**src/hw/rtl/ntc_pkg.sv**
```systemverilog
// Package for the numeric type converter: type codes, stage records, helpers.
`default_nettype none
package ntc_pkg;

  localparam logic [3:0] TY_I8  = 4'd0;
  localparam logic [3:0] TY_U8  = 4'd1;
  localparam logic [3:0] TY_I16 = 4'd2;
  localparam logic [3:0] TY_U16 = 4'd3;
  localparam logic [3:0] TY_I32 = 4'd4;
  localparam logic [3:0] TY_U32 = 4'd5;
  localparam logic [3:0] TY_I64 = 4'd6;
  localparam logic [3:0] TY_U64 = 4'd7;
  localparam logic [3:0] TY_F32 = 4'd8;
  localparam logic [3:0] TY_F64 = 4'd9;

  localparam logic [1:0] ST_OK  = 2'd0;
  localparam logic [1:0] ST_SAT = 2'd1;
  localparam logic [1:0] ST_NAN = 2'd2;

  localparam logic [7:0] REG_SOURCE = 8'd0;
  localparam logic [7:0] REG_DEST   = 8'd1;

  // after decode
  typedef struct packed {
    logic               sign;
    logic [63:0]        sig;
    logic signed [12:0] e;
    logic               is_nan;
    logic               is_inf;
    logic               is_zero;
    logic [63:0]        raw;
    logic               last;
  } s1_t;

  // after normalize
  typedef struct packed {
    logic               sign;
    logic [63:0]        norm;
    logic signed [12:0] big_e;
    logic               is_nan;
    logic               is_inf;
    logic               is_zero;
    logic [63:0]        raw;
    logic               last;
  } s2_t;

  // after align shift
  typedef struct packed {
    logic               sign;
    logic [63:0]        q;
    logic               rnd;
    logic               sticky;
    logic               subn;
    logic signed [12:0] big_e;
    logic               is_nan;
    logic               is_inf;
    logic               is_zero;
    logic [63:0]        raw;
    logic               last;
  } s3_t;

  function automatic logic [6:0] type_width(input logic [3:0] t);
    logic [6:0] w;
    case (t)
      TY_I8, TY_U8:   w = 7'd8;
      TY_I16, TY_U16: w = 7'd16;
      TY_I32, TY_U32, TY_F32: w = 7'd32;
      default:        w = 7'd64;
    endcase
    return w;
  endfunction

  function automatic logic [63:0] low_mask(input logic [6:0] w);
    logic [63:0] m;
    if (w >= 7'd64) m = '1;
    else m = (64'd1 << w[5:0]) - 64'd1;
    return m;
  endfunction

endpackage
`default_nettype wire

```
**src/hw/rtl/ntc_lzc.sv**
```systemverilog
// Leading zero count of a 64-bit word, two-level priority search.
`default_nettype none
module ntc_lzc (
  input  wire logic [63:0] din,
  output logic      [6:0]  count
);
  logic [7:0] grp_nz;
  logic [2:0] grp_lz [8];

  always_comb begin
    for (int g = 0; g < 8; g++) begin
      grp_nz[g] = |din[g*8 +: 8];
      grp_lz[g] = 3'd0;
      for (int b = 0; b < 8; b++) begin
        if (din[g*8 + b]) grp_lz[g] = 3'(7 - b);
      end
    end
  end

  always_comb begin
    count = 7'd64;
    for (int g = 0; g < 8; g++) begin
      if (grp_nz[g]) count = {1'b0, 3'(7 - g), grp_lz[g]};
    end
  end
endmodule
`default_nettype wire

```
**src/hw/rtl/numeric_type_converter_unit.sv**
```systemverilog
// Top level of the numeric type converter: four-stage conversion pipeline.
//
//  channel | dir | handshake          | payload
//  s_*     | in  | s_tvalid/s_tready  | s_tdata = value_in, s_tlast = last_in
//  m_*     | out | m_tvalid/m_tready  | m_tdata = value_out, conv_status; m_tlast
//  cfg_*   | in  | cfg_valid/cfg_ready| cfg_index selects register, cfg_data value
//
// One word per cycle sustained while m_tready stays high. Four register stages
// (decode, normalize, align shift, round/saturate into output reg): an accepted
// word passes s1, s2, s3 and the output register before m_tvalid rises. Every
// stage has its own valid bit and advances when the stage after it is empty or
// moving, so bubbles collapse and the input keeps flowing while a result waits, as
// long as a stage is free. Synchronous reset clears valid bits and both type registers.
`default_nettype none
module numeric_type_converter_unit (
  input  wire logic        clk,
  input  wire logic        rst,
  input  wire logic        s_tvalid,
  output logic             s_tready,
  input  wire logic [63:0] s_tdata,   // [63:0] value_in
  input  wire logic        s_tlast,
  output logic             m_tvalid,
  input  wire logic        m_tready,
  output logic      [71:0] m_tdata,   // [63:0] value_out, [65:64] conv_status, zero above
  output logic             m_tlast,
  input  wire logic        cfg_valid,
  output logic             cfg_ready,
  input  wire logic [7:0]  cfg_index,
  input  wire logic [3:0]  cfg_data
);

  logic [3:0] source_type, dest_type;

  assign cfg_ready = 1'b1;

  always_ff @(posedge clk) begin
    if (rst) begin
      source_type <= ntc_pkg::TY_I8;
      dest_type   <= ntc_pkg::TY_I8;
    end else if (cfg_valid) begin
      if (cfg_index == ntc_pkg::REG_SOURCE) source_type <= cfg_data;
      else if (cfg_index == ntc_pkg::REG_DEST) dest_type <= cfg_data;
    end
  end

  // handshake chain
  logic v1, v2, v3;
  logic en1, en2, en3, en_o;
  assign en_o     = !m_tvalid || m_tready;
  assign en3      = !v3 || en_o;
  assign en2      = !v2 || en3;
  assign en1      = !v1 || en2;
  assign s_tready = en1;

  wire logic dst_float = (dest_type == ntc_pkg::TY_F32) || (dest_type == ntc_pkg::TY_F64);
  wire logic dst_f32   = (dest_type == ntc_pkg::TY_F32);

  // ---------------- stage 1: decode ----------------
  ntc_pkg::s1_t s1, s1_next;

  always_comb begin
    logic [6:0]  sw;
    logic [63:0] vext;
    logic [10:0] efield;
    logic [51:0] frac;
    logic        ef_zero, ef_full;
    s1_next      = '0;
    s1_next.last = s_tlast;
    sw           = ntc_pkg::type_width(source_type);
    vext         = s_tdata & ntc_pkg::low_mask(sw);
    efield       = '0;
    frac         = '0;
    ef_zero      = 1'b0;
    ef_full      = 1'b0;
    if (source_type == ntc_pkg::TY_F32) begin
      efield         = {3'd0, s_tdata[30:23]};
      frac           = {29'd0, s_tdata[22:0]};
      ef_zero        = (s_tdata[30:23] == 8'd0);
      ef_full        = (s_tdata[30:23] == 8'hff);
      s1_next.sign   = s_tdata[31];
      s1_next.raw    = vext;
      s1_next.sig    = {40'd0, !ef_zero, s_tdata[22:0]};
      s1_next.e      = (ef_zero ? 13'sd1 : $signed({2'b00, efield})) - 13'sd150;
    end else if (source_type == ntc_pkg::TY_F64) begin
      efield         = s_tdata[62:52];
      frac           = s_tdata[51:0];
      ef_zero        = (efield == 11'd0);
      ef_full        = (efield == 11'h7ff);
      s1_next.sign   = s_tdata[63];
      s1_next.raw    = vext;
      s1_next.sig    = {11'd0, !ef_zero, frac};
      s1_next.e      = (ef_zero ? 13'sd1 : $signed({2'b00, efield})) - 13'sd1075;
    end else begin
      if (!source_type[0] && vext[sw[5:0] - 6'd1]) begin
        s1_next.sign = 1'b1;
        vext         = vext | ~ntc_pkg::low_mask(sw);
      end
      s1_next.raw     = vext;
      s1_next.sig     = s1_next.sign ? (64'd0 - vext) : vext;
      s1_next.e       = 13'sd0;
      s1_next.is_zero = (vext == 64'd0);
    end
    if (source_type == ntc_pkg::TY_F32 || source_type == ntc_pkg::TY_F64) begin
      s1_next.is_nan  = ef_full && (frac != 52'd0);
      s1_next.is_inf  = ef_full && (frac == 52'd0);
      s1_next.is_zero = ef_zero && (frac == 52'd0);
    end
  end

  always_ff @(posedge clk) begin
    if (rst) v1 <= 1'b0;
    else if (en1) v1 <= s_tvalid;
  end
  always_ff @(posedge clk) begin
    if (en1 && s_tvalid) s1 <= s1_next;
  end

  // ---------------- stage 2: normalize ----------------
  ntc_pkg::s2_t s2, s2_next;
  logic [6:0] lz;

  ntc_lzc u_lzc (.din(s1.sig), .count(lz));

  always_comb begin
    s2_next         = '0;
    s2_next.sign    = s1.sign;
    s2_next.norm    = s1.sig << lz[5:0];
    s2_next.big_e   = s1.e + 13'sd63 - $signed({6'd0, lz});
    s2_next.is_nan  = s1.is_nan;
    s2_next.is_inf  = s1.is_inf;
    s2_next.is_zero = s1.is_zero || lz[6];
    s2_next.raw     = s1.raw;
    s2_next.last    = s1.last;
  end

  always_ff @(posedge clk) begin
    if (rst) v2 <= 1'b0;
    else if (en2) v2 <= v1;
  end
  always_ff @(posedge clk) begin
    if (en2 && v1) s2 <= s2_next;
  end

  // ---------------- stage 3: align shift ----------------
  ntc_pkg::s3_t s3, s3_next;

  always_comb begin
    logic signed [12:0] rs;
    logic signed [12:0] emin;
    logic signed [12:0] base;
    logic [6:0]         rs7;
    logic [127:0]       shifted;
    logic               subn;
    emin = dst_f32 ? -13'sd126 : -13'sd1022;
    base = dst_f32 ? 13'sd40 : 13'sd11;
    subn = 1'b0;
    if (dst_float) begin
      if (s2.big_e < emin) begin
        subn = 1'b1;
        rs   = base + (emin - s2.big_e);
      end else begin
        rs = base;
      end
    end else if (s2.big_e < 13'sd0 || s2.big_e > 13'sd63) begin
      rs = 13'sd64;
    end else begin
      rs = 13'sd63 - s2.big_e;
    end
    rs7     = (rs > 13'sd64) ? 7'd64 : rs[6:0];
    shifted = {s2.norm, 64'd0} >> rs7;
    s3_next         = '0;
    s3_next.sign    = s2.sign;
    s3_next.q       = shifted[127:64];
    if (rs > 13'sd64) begin
      s3_next.rnd    = 1'b0;
      s3_next.sticky = |s2.norm;
    end else begin
      s3_next.rnd    = shifted[63];
      s3_next.sticky = |shifted[62:0];
    end
    s3_next.subn    = subn;
    s3_next.big_e   = s2.big_e;
    s3_next.is_nan  = s2.is_nan;
    s3_next.is_inf  = s2.is_inf;
    s3_next.is_zero = s2.is_zero;
    s3_next.raw     = s2.raw;
    s3_next.last    = s2.last;
  end

  always_ff @(posedge clk) begin
    if (rst) v3 <= 1'b0;
    else if (en3) v3 <= v2;
  end
  always_ff @(posedge clk) begin
    if (en3 && v2) s3 <= s3_next;
  end

  // ---------------- stage 4: round, pack, saturate ----------------
  logic [63:0] res_next;
  logic [1:0]  status_next;

  always_comb begin
    logic [5:0]         fb;
    logic [5:0]         tb;
    logic [63:0]        exp_full;
    logic [63:0]        qr;
    logic [11:0]        ef;
    logic [63:0]        sum;
    logic [63:0]        bits;
    logic [63:0]        top;
    logic [63:0]        pay;
    logic [6:0]         w;
    logic               sgn_dst;
    logic [63:0]        maxv, minv, mag;
    logic               too_big;
    fb       = dst_f32 ? 6'd23 : 6'd52;
    tb       = dst_f32 ? 6'd31 : 6'd63;
    exp_full = dst_f32 ? 64'hff : 64'h7ff;
    qr       = s3.q + {63'd0, s3.rnd && (s3.sticky || s3.q[0])};
    ef       = 12'(s3.big_e + (dst_f32 ? 13'sd126 : 13'sd1022));
    sum      = ({52'd0, ef} << fb) + qr;
    top      = {63'd0, s3.sign} << tb;
    pay      = dst_f32 ? {41'd0, s3.raw[51:29]} : {12'd0, s3.raw[22:0], 29'd0};
    w        = ntc_pkg::type_width(dest_type);
    sgn_dst  = !dest_type[0];
    maxv     = sgn_dst ? ntc_pkg::low_mask(w - 7'd1) : ntc_pkg::low_mask(w);
    minv     = sgn_dst ? (64'd1 << (w[5:0] - 6'd1)) : 64'd0;
    too_big  = s3.is_inf || (!s3.is_nan && !s3.is_zero && s3.big_e > 13'sd63);
    mag      = (s3.is_nan || s3.is_inf || s3.is_zero || s3.big_e < 13'sd0) ? 64'd0 : s3.q;
    bits     = '0;
    res_next    = '0;
    status_next = ntc_pkg::ST_OK;
    if (source_type > ntc_pkg::TY_F64 || dest_type > ntc_pkg::TY_F64) begin
      res_next = '0;
    end else if (source_type == dest_type) begin
      res_next = s3.raw & ntc_pkg::low_mask(ntc_pkg::type_width(source_type));
    end else if (source_type < ntc_pkg::TY_F32 && !dst_float) begin
      res_next = s3.raw & ntc_pkg::low_mask(w);
    end else if (dst_float) begin
      if (s3.is_nan) begin
        res_next = top | (exp_full << fb) | pay | (64'd1 << (fb - 6'd1));
      end else if (s3.is_inf) begin
        res_next = top | (exp_full << fb);
      end else if (s3.is_zero) begin
        res_next = top;
      end else begin
        if (s3.subn) begin
          bits = qr;
        end else if ((sum >> fb) >= exp_full) begin
          bits        = exp_full << fb;
          status_next = ntc_pkg::ST_SAT;
        end else begin
          bits = sum;
        end
        res_next = top | bits;
      end
    end else begin
      if (s3.is_nan) begin
        res_next    = '0;
        status_next = ntc_pkg::ST_NAN;
      end else if (too_big) begin
        res_next    = s3.sign ? minv : maxv;
        status_next = ntc_pkg::ST_SAT;
      end else if (s3.sign && mag != 64'd0) begin
        if (!sgn_dst || mag > minv) begin
          res_next    = minv;
          status_next = ntc_pkg::ST_SAT;
        end else begin
          res_next = (64'd0 - mag) & ntc_pkg::low_mask(w);
        end
      end else if (mag > maxv) begin
        res_next    = maxv;
        status_next = ntc_pkg::ST_SAT;
      end else begin
        res_next = mag;
      end
    end
  end

  logic [63:0] value_out;
  logic [1:0]  conv_status;
  logic        last_out;

  always_ff @(posedge clk) begin
    if (rst) m_tvalid <= 1'b0;
    else if (en_o) m_tvalid <= v3;
  end
  always_ff @(posedge clk) begin
    if (en_o && v3) begin
      value_out   <= res_next;
      conv_status <= status_next;
      last_out    <= s3.last;
    end
  end

  assign m_tdata = {6'd0, conv_status, value_out};
  assign m_tlast = last_out;

  // ---------------- checks ----------------
  a_status_code: assert property (@(posedge clk) disable iff (rst)
    m_tvalid |-> (conv_status == ntc_pkg::ST_OK || conv_status == ntc_pkg::ST_SAT ||
                  conv_status == ntc_pkg::ST_NAN))
    else $error("status code out of range");

  a_nan_int_only: assert property (@(posedge clk) disable iff (rst)
    (m_tvalid && conv_status == ntc_pkg::ST_NAN) |-> !dst_float)
    else $error("NaN status on float destination");

  a_byte_upper_zero: assert property (@(posedge clk) disable iff (rst)
    (m_tvalid && (dest_type == ntc_pkg::TY_I8 || dest_type == ntc_pkg::TY_U8))
      |-> (value_out[63:8] == 56'd0))
    else $error("8-bit result has upper bits set");

  a_ready_when_drained: assert property (@(posedge clk) disable iff (rst)
    !m_tvalid |-> s_tready)
    else $error("input stalled with empty output");

endmodule
`default_nettype wire

```
**config.mk**
```make
export PLATFORM = sky130hd
export DESIGN_NAME = numeric_type_converter_unit
export DESIGN_NICKNAME = d
export VERILOG_FILES = /design/src/hw/rtl/ntc_pkg.sv /design/src/hw/rtl/ntc_lzc.sv /design/src/hw/rtl/numeric_type_converter_unit.sv
export SDC_FILE = /design/constraint.sdc
export NUM_CORES = 2
export LEC_CHECK = 0
export ABC_AREA = 1
export BUFFER_PORTS_ARGS = -buffer_cell sky130_fd_sc_hd__buf_2
export CAP_MARGIN = 5
export CORE_ASPECT_RATIO = 1.4
export CORE_UTILIZATION = 45
export DETAILED_ROUTE_END_ITERATION = 8
export PLACE_DENSITY_LB_ADDON = 0.2
export SYNTH_ARGS = -nofsm -noshare
export SYNTH_HDL_FRONTEND = slang
export SYNTH_SLANG_ARGS = --single-unit
```
**constraint.sdc**
```tcl
create_clock -name clk -period 10.19 [get_ports clk]
set_clock_uncertainty 0.2 [all_clocks]
set_input_delay 2.038 -clock clk [delete_from_list [all_inputs] [get_ports clk]]
set_output_delay 2.038 -clock clk [all_outputs]
set_load 0.05 [all_outputs]
```
**Word level (Yosys, flattened, before mapping)**

Index checks and enable logic that the tools add are counted.

- Output and inout port bits: 76
- Bits of input ports: 82
- Register bits after elaboration: 520
- Word-level logic and storage cells: 351

- $lt $le $gt $ge: 17
- Shift-type cells: 12
- Mux-type cells: 168
- $add $sub $neg: 20
- Bitwise logic cells: 11
- Reduce and logical (&&, ||, !) cells: 67
- Equal/unequal tests: 18

Operators with widths:

| cell | count |
|---|---|
| two-way mux 64 bit | 50 |
| left shift 1 x 6 -> 64 bit, first input constant | 6 |
| bitwise AND 64 bit | 4 |
| bitwise OR 64 bit | 4 |
| subtractor 64 x 1 -> 64 bit, second input constant | 4 |
| two-way mux 3 bit | 64 |
| two-way mux 52 bit | 3 |
| two-way mux 78 bit | 2 |
| greater-than comparator 64 bit | 2 |
| >> shifter 128 x 7 -> 128 bit | 1 |
| subtractor 1 x 64 -> 64 bit, first input constant | 2 |
| two-way mux 7 bit | 11 |
| adder 64 x 1 -> 64 bit | 1 |
| adder 64 bit | 1 |
| >= comparator 64 x 11 -> 1 bit | 1 |
| zero test 64 bit | 1 |
| inverter 64 bit | 1 |
| bitwise OR 64 x 52 -> 64 bit | 1 |
| nonzero test 64 bit | 1 |
| OR reduction 64 bit | 1 |
| OR reduction 8 bit | 8 |
| left shift 1 x 6 -> 64 bit | 1 |
| left shift 11 x 6 -> 64 bit | 1 |
| left shift 12 x 6 -> 64 bit | 1 |
| 51 further kinds | 141 |

**Depth between registers and ports, before layout**

- Depth after elaboration: 24
- Mapped depth: 54
- Mapped depth without buffers: 53

**Cells and area by module**

A second synthesis with hierarchy kept.

- Cells, all modules: 6582
- Area total of the unflattened synthesis: 45277.2 um^2

Modules (own cells, without submodules):

| module | seq. area each (um^2) | area each (um^2) | cells an instance | instances |
|---|---|---|---|---|
| numeric_type_converter_unit | 15464.8 | 44335.0 | 6385 | 1 |
| ntc_lzc | 0.0 | 942.2 | 197 | 1 |

**Worst setup path after synthesis**

OpenSTA, ideal clock, no wires.

- Path kind: input to register
- Start: input m_tready
- End: register s1[0] (netlist name) (enable)
- Arrival time: 8.474 ns
- Buffers on the path: 0
- Required time: 9.335 ns
- Stages: 8
- Setup time: 0.655 ns
- Path slack: 0.862 ns
- Cells stage by stage: nor2_1 > inv_1 > nor2_1 > inv_1 > nor2_1 > inv_1 > nor2_1 > nor2_1

- Longest elaborated chain between the ends: 5

Ends and longest elaborated chain:

| item | RTL line | RTL |
|---|---|---|
| start, declared | numeric_type_converter_unit.sv:23 | `input wire logic m_tready,` |
| logical OR 1 bit | numeric_type_converter_unit.sv:49 | `assign en_o = !m_tvalid \|\| m_tready;` |
| logical OR 1 bit | numeric_type_converter_unit.sv:50 | `assign en3 = !v3 \|\| en_o;` |
| logical OR 1 bit | numeric_type_converter_unit.sv:51 | `assign en2 = !v2 \|\| en3;` |
| logical OR 1 bit | numeric_type_converter_unit.sv:52 | `assign en1 = !v1 \|\| en2;` |
| logical AND 1 bit | numeric_type_converter_unit.sv:115 | `if (en1 && s_tvalid) s1 <= s1_next;` |
| end signal, assigned | numeric_type_converter_unit.sv:115 |  |
| end, declared | numeric_type_converter_unit.sv:59 | `ntc_pkg::s1_t s1, s1_next;` |

Every way passes these cells.
A chain may end at the register's enable or synchronous reset.

**Final worst setup path**

- Start: register s3[84] (netlist name)
- End: register value_out[49], data pin

- Longest elaborated chain between the ends: 22
- Elaborated cells on any way between the ends: 35
- Those cells by class: add/sub: 3; order compare: 3; shift: 1; mux: 21; bitwise: 2; reduce/logical: 5

Ends and longest elaborated chain:

| item | RTL line | RTL |
|---|---|---|
| start, declared | numeric_type_converter_unit.sv:145 | `ntc_pkg::s3_t s3, s3_next;` |
| start signal, assigned | numeric_type_converter_unit.sv:195 | `if (en3 && v2) s3 <= s3_next;` |
| logical OR 1 bit | numeric_type_converter_unit.sv:219 | `qr = s3.q + {63'd0, s3.rnd && (s3.sticky \|\| s3.q[0])};` |
| logical AND 1 bit | numeric_type_converter_unit.sv:219 |  |
| adder 64 x 1 -> 64 bit | numeric_type_converter_unit.sv:219 |  |
| adder 64 bit | numeric_type_converter_unit.sv:221 | `sum = ({52'd0, ef} << fb) + qr;` |
| >> shifter 64 x 6 -> 64 bit | numeric_type_converter_unit.sv:249 | `end else if ((sum >> fb) >= exp_full) begin` |
| >= comparator 64 x 11 -> 1 bit | numeric_type_converter_unit.sv:249 |  |
| two-way mux 64 bit | numeric_type_converter_unit.sv:249 |  |
| two-way mux 64 bit | numeric_type_converter_unit.sv:247 | `if (s3.subn) begin` |
| [6 not listed] | - |  |
| two-way mux 64 bit | numeric_type_converter_unit.sv:233 | `if (source_type > ntc_pkg::TY_F64 \|\| dest_type > ntc_pkg::TY_F64) begin` |
| bitwise OR 64 bit | numeric_type_converter_unit.sv:255 | `res_next = top \| bits;` |
| two-way mux 64 bit | numeric_type_converter_unit.sv:244 | `end else if (s3.is_zero) begin` |
| two-way mux 64 bit | numeric_type_converter_unit.sv:242 | `end else if (s3.is_inf) begin` |
| two-way mux 64 bit | numeric_type_converter_unit.sv:240 | `if (s3.is_nan) begin` |
| two-way mux 64 bit (*) | numeric_type_converter_unit.sv:239 | `end else if (dst_float) begin` |
| two-way mux 64 bit (*) | numeric_type_converter_unit.sv:237 | `end else if (source_type < ntc_pkg::TY_F32 && !dst_float) begin` |
| two-way mux 64 bit (*) | numeric_type_converter_unit.sv:235 | `end else if (source_type == dest_type) begin` |
| end signal, assigned | numeric_type_converter_unit.sv:290 | `value_out <= res_next;` |
| end, declared | numeric_type_converter_unit.sv:280 | `logic [63:0] value_out;` |

Mark *: on every way between the ends. The rest lies on a longest branch, timed or not. The select of a mux whose other input is x is not followed.

==> results <==
- The count of synthesis-stage warnings from yosys is 0.
- After clock tree synthesis, the repair step resized 0 gates.
- TritonCTS built the clock tree.
- Using the TritonRoute via totals, the vias-per-cell ratio works out to 6.05.
- The endpoint of the lowest-slack register-to-register path is value_out[49].
- The standard-cell row count is 137.
- The clock drives 519 sinks.
- The async set or reset register ratio after synthesis is 0%.
- The run finished with clean final reports.
- For this run, the total global-route usage over all layers was measured as between 40% and 50%.
- The number of H-tree levels is 2.
- The register clock-pin slew on the reported worst setup and hold paths is ~70 ps.
- The period utilization is 84.2%.
- After filler insertion, the fill cell instance count of the layout stands at 10400.
- Data on the critical path arrives at its endpoint at 8810 ps.
- Setup violations remaining at the end of the flow were counted as 0.
- The worst setup path is launched from a flip-flop.
- The number of synthesized register bits is around 520.
- Buffers inserted during clock tree synthesis total 54.
- In this run the critical register-to-register path is launched from s3[84].
- The worst register-to-register path has a depth of 41.
- The dominant synthesized flop cell is edfxtp_1.
- Global routing finished with a remaining overflow of 0.
- By area the synthesized netlist is led by edfxtp_1 34%, nand2_1 15%, nand3_1 8.8%.
- The clock share of power is roughly 36%.
- CTS placed an instance of clkbuf_16 at the clock tree root.
- The effective utilization at floorplan is 45.4%.
- The DRC violation count after routing is 0.
- Among all stages on the critical path, the largest delay is contributed by a2111oi_0.
- The delay of the slowest critical-path stage is 460 ps.
- The analysis attributes to cell leakage a power of 22.2 nW.
- The internal power of the cells is between 4 and 5 mW.
- The final max-slew violation count is 0.
- The final cell count without fillers is 8008.
- The total negative setup slack is 0 ps.
- In this run the worst path has a maximum fanout of between 40 and 50.
- The hold slack is between 150 and 200 ps.
- In this run the remaining antenna-violating nets after routing total 0.
- The count of max-cap constraint violations is 0.
- Across the VDD grid, the largest voltage drop is 149 uV.
- At the pin with the least slew margin, the transition time is 1350 ps.
- The sort of element at the end of the critical path is a flip-flop.
- The netlist area before placement is 0.0453 sq mm.
- The chip width is around 270 um.
- After synthesis, the most frequently instantiated cells are 1763 x nand2_1, 795 x nand3_1, 728 x nor2_1.
- Summing the sequential cell areas from Yosys gives 34.1% of the chip area.
- Measured on the finished design, the core utilization comes to 49.2%.
- The register-to-register setup slack is 1610 ps.
- The critical path class is flip-flop to flip-flop.
- The number of port buffers is 150.
- The region available for standard cell placement spans 0.0998 sq mm.
- At the end of routability-driven placement, the weighted congestion stood at 1.13.
- The post-layout minimum cycle time is 8580 ps.
- In this run, the number of DRC markers left after iteration 0 of detailed routing was 5506.
- Cells with a size suffix above 1 make up 6.98% of the layout.
- Dividing total power by cell area gives a power density of 124 mW/mm^2.
- The worst hold path passes through 0 cells.
- The total detailed-routing wirelength is 221000 um.
- The worst hold path startpoint is s1[51].
- Based on the critical path, the design can be clocked at up to ~0.12 GHz.
- The hold violation total from the final report is 0.
- The required time reported for the critical path endpoint is between 10000 and 15000 ps.
- The number of antenna violations at the first check in global routing is 22.
- The maximum number of buffers from clock root to sink is 3.
- Detailed routing inserted a total of 48500 vias.
- The path with the worst hold slack has its endpoint at s2[51].
- Counting tap cells, the placed design contains a total of 7897 instances.
- After clock tree synthesis, the setup repair step added 0 buffers.
- The floorplan step defined a die boundary enclosing 0.102 sq mm.
- The total power consumption of the routed design is 6.08 mW.
- The worst min-delay path class is flip-flop to flip-flop.
- The proportion of power drawn by flip-flops and latches is 42.4%.
- The worst pin sits at a relative slew slack of roughly a tenth.
- The average cell area after synthesis is 6.83 sq um.
- The first global-routing pass estimated roughly 310000 um of wire.
- The analysis attributes to net switching a power of 2.01 mW.
- The largest area contributor in the synthesized netlist is edfxtp_1.
- The cell with the most instances after synthesis is nand2_1.
- The number of hold-repair buffers added at the cts stage is 0.
- The clock latency on the worst-skew pair is 660 ps.
- The die height is approximately 380 um.
- The post-layout net count is around 6900.
- The fraction of power spent switching nets is 33.0%.
- The per-cell routed wire length is 27.6 um.
- The number of global-route vias before repair is about 45000.
- After legalization and detailed placement, the total HPWL measured 174000 um.
- The netlist uses 83 different library cells.
- Setup repair after global routing left no endpoint under its margin.
- The share of power burned in combinational logic is a little over a fifth.
- For this design the top-level I/O count stands at 158.
- From synthesis to final layout, the design area changed by 8.31%.
- The top cell type by area accounts for 33.6% of the synthesized area.
- The first-pass detailed-route iteration total is 8.
- Entering global routing, the biggest net connects 104 pins.
- The number of enable flip-flop cells after synthesis is approximately 510.
- In the synthesized netlist, the number of instances is 6632.
cells in the final DEF, fill, tap and decap left out, types with 13 or more instances in the layout:
| cell | Yosys | final |
|---|---|---|
| a221oi_1 | 17 | 17 |
| o211ai_1 | 64 | 64 |
| or2_2 | 25 | 25 |
| xnor2_1 | 33 | 33 |
| clkinv_1 | 9 | 13 |
| nor2_2 | 28 | 30 |
| nand2_2 | 18 | 25 |
| nor2_4 | 8 | 13 |
| a21oi_1 | 261 | 260 |
| nor2_1 | 728 | 721 |
| o31ai_1 | 17 | 17 |
| nor3_1 | 137 | 136 |
| nand3_1 | 795 | 795 |
| inv_2 | 23 | 25 |
| xor2_1 | 133 | 133 |
| nand2_1 | 1763 | 1756 |
| o21ai_1 | 28 | 30 |
| nor4_1 | 54 | 54 |
| nand4_1 | 92 | 92 |
| buf_2 | 45 | 151 |
| a211oi_1 | 24 | 24 |
| o21ai_0 | 442 | 438 |
| o22ai_1 | 21 | 20 |
| clkbuf_16 | 0 | 55 |
| edfxtp_1 | 507 | 507 |
| a31oi_1 | 30 | 29 |
| o221ai_1 | 26 | 26 |
| mux2i_1 | 23 | 23 |
| ha_1 | 165 | 165 |
| o21bai_1 | 13 | 13 |
| inv_1 | 702 | 697 |
| conb_1 | 2 | 20 |
| nand3b_1 | 18 | 18 |
| buf_4 | 14 | 59 |
cells by family after synthesis:
kind of cell / synth area share, %
AOI/OAI and AO/OA: 13.2
xor gates and xnor gates: 3.28
adders and majority gates: 4.69
buffers and inverters: 8.97
DFF: 34.1
muxes: 0.508
other: 0.0166
and+or+nand+nor: 35.2
worst max-delay path: cells and delay by family (launching register included):
kind	cells	cell delay (ps)
AO/OA/AOI/OAI	9	2170
AND/OR/NAND/NOR	22	3940
flip-flops	1	380
adder cells (fa/ha/maj)	3	880
buffers and inverters	6	580
XOR/XNOR	1	200
state kept, by name, indices dropped and copies added (netlist names):
name	flops
m_tlast	1
s3	149
v1	1
s1	145
value_out	64
s2	146
m_tvalid	1
v2	1
dest_type	4
v3	1
conv_status	2
source_type	4
per-stage QoR:
stage | area (sq um) | setup WS [ps]
floorplan | 45400 | 862
global placement | 47100 | 1980
detailed placement | 47100 | 2040
CTS | 49000 | 2040
global route | 49100 | 1130
finish | 49100 | 1610
cell type report:
class	count	area [sq um]	share of cell area, %
multi-input combinational	5113	26000	52.9
sequential	519	15500	31.5
inverter	736	2780	5.66
tap	1320	1650	3.37
clock buffer	59	1390	2.84
timing repair buffer	211	1220	2.48
clock inverter	43	586	1.19
antenna	7	17.5	0.0357
worst max path at each step:
stage	depth (start not counted)	endpoint	start
6_report	41	value_out[49]	s3[84]
5_1_grt	41	value_out[49]	s3[84]
4_1_cts	41	value_out[49]	s3[84]
3_5_place_dp	41	value_out[49]	s3[84]
3_3_place_gp	41	value_out[49]	s3[84]
2_1_floorplan	8	s1[0]	m_tready
power by group through the flow:
stage	Combinational (mW)	Sequential [mW]	Clock, mW
4_1_cts	1.26	2.58	2.22
2_1_floorplan	0.818	2.59	0
6_report	1.30	2.58	2.20
5_1_grt	1.40	2.58	2.29
3_5_place_dp	1.25	2.62	0
3_3_place_gp	1.25	2.62	0
metal layers:
metal / GRT usage (%) / vias up / wire length (um)
li1: - / 22400 / -
met1: 46.2 / 22700 / 77900
met2: 70.1 / 2500 / 103000
met3: 8.49 / 785 / 17300
met4: 36.7 / 20 / 22500
met5: 0 / - / 114
(Power assumes the default switching activity.)
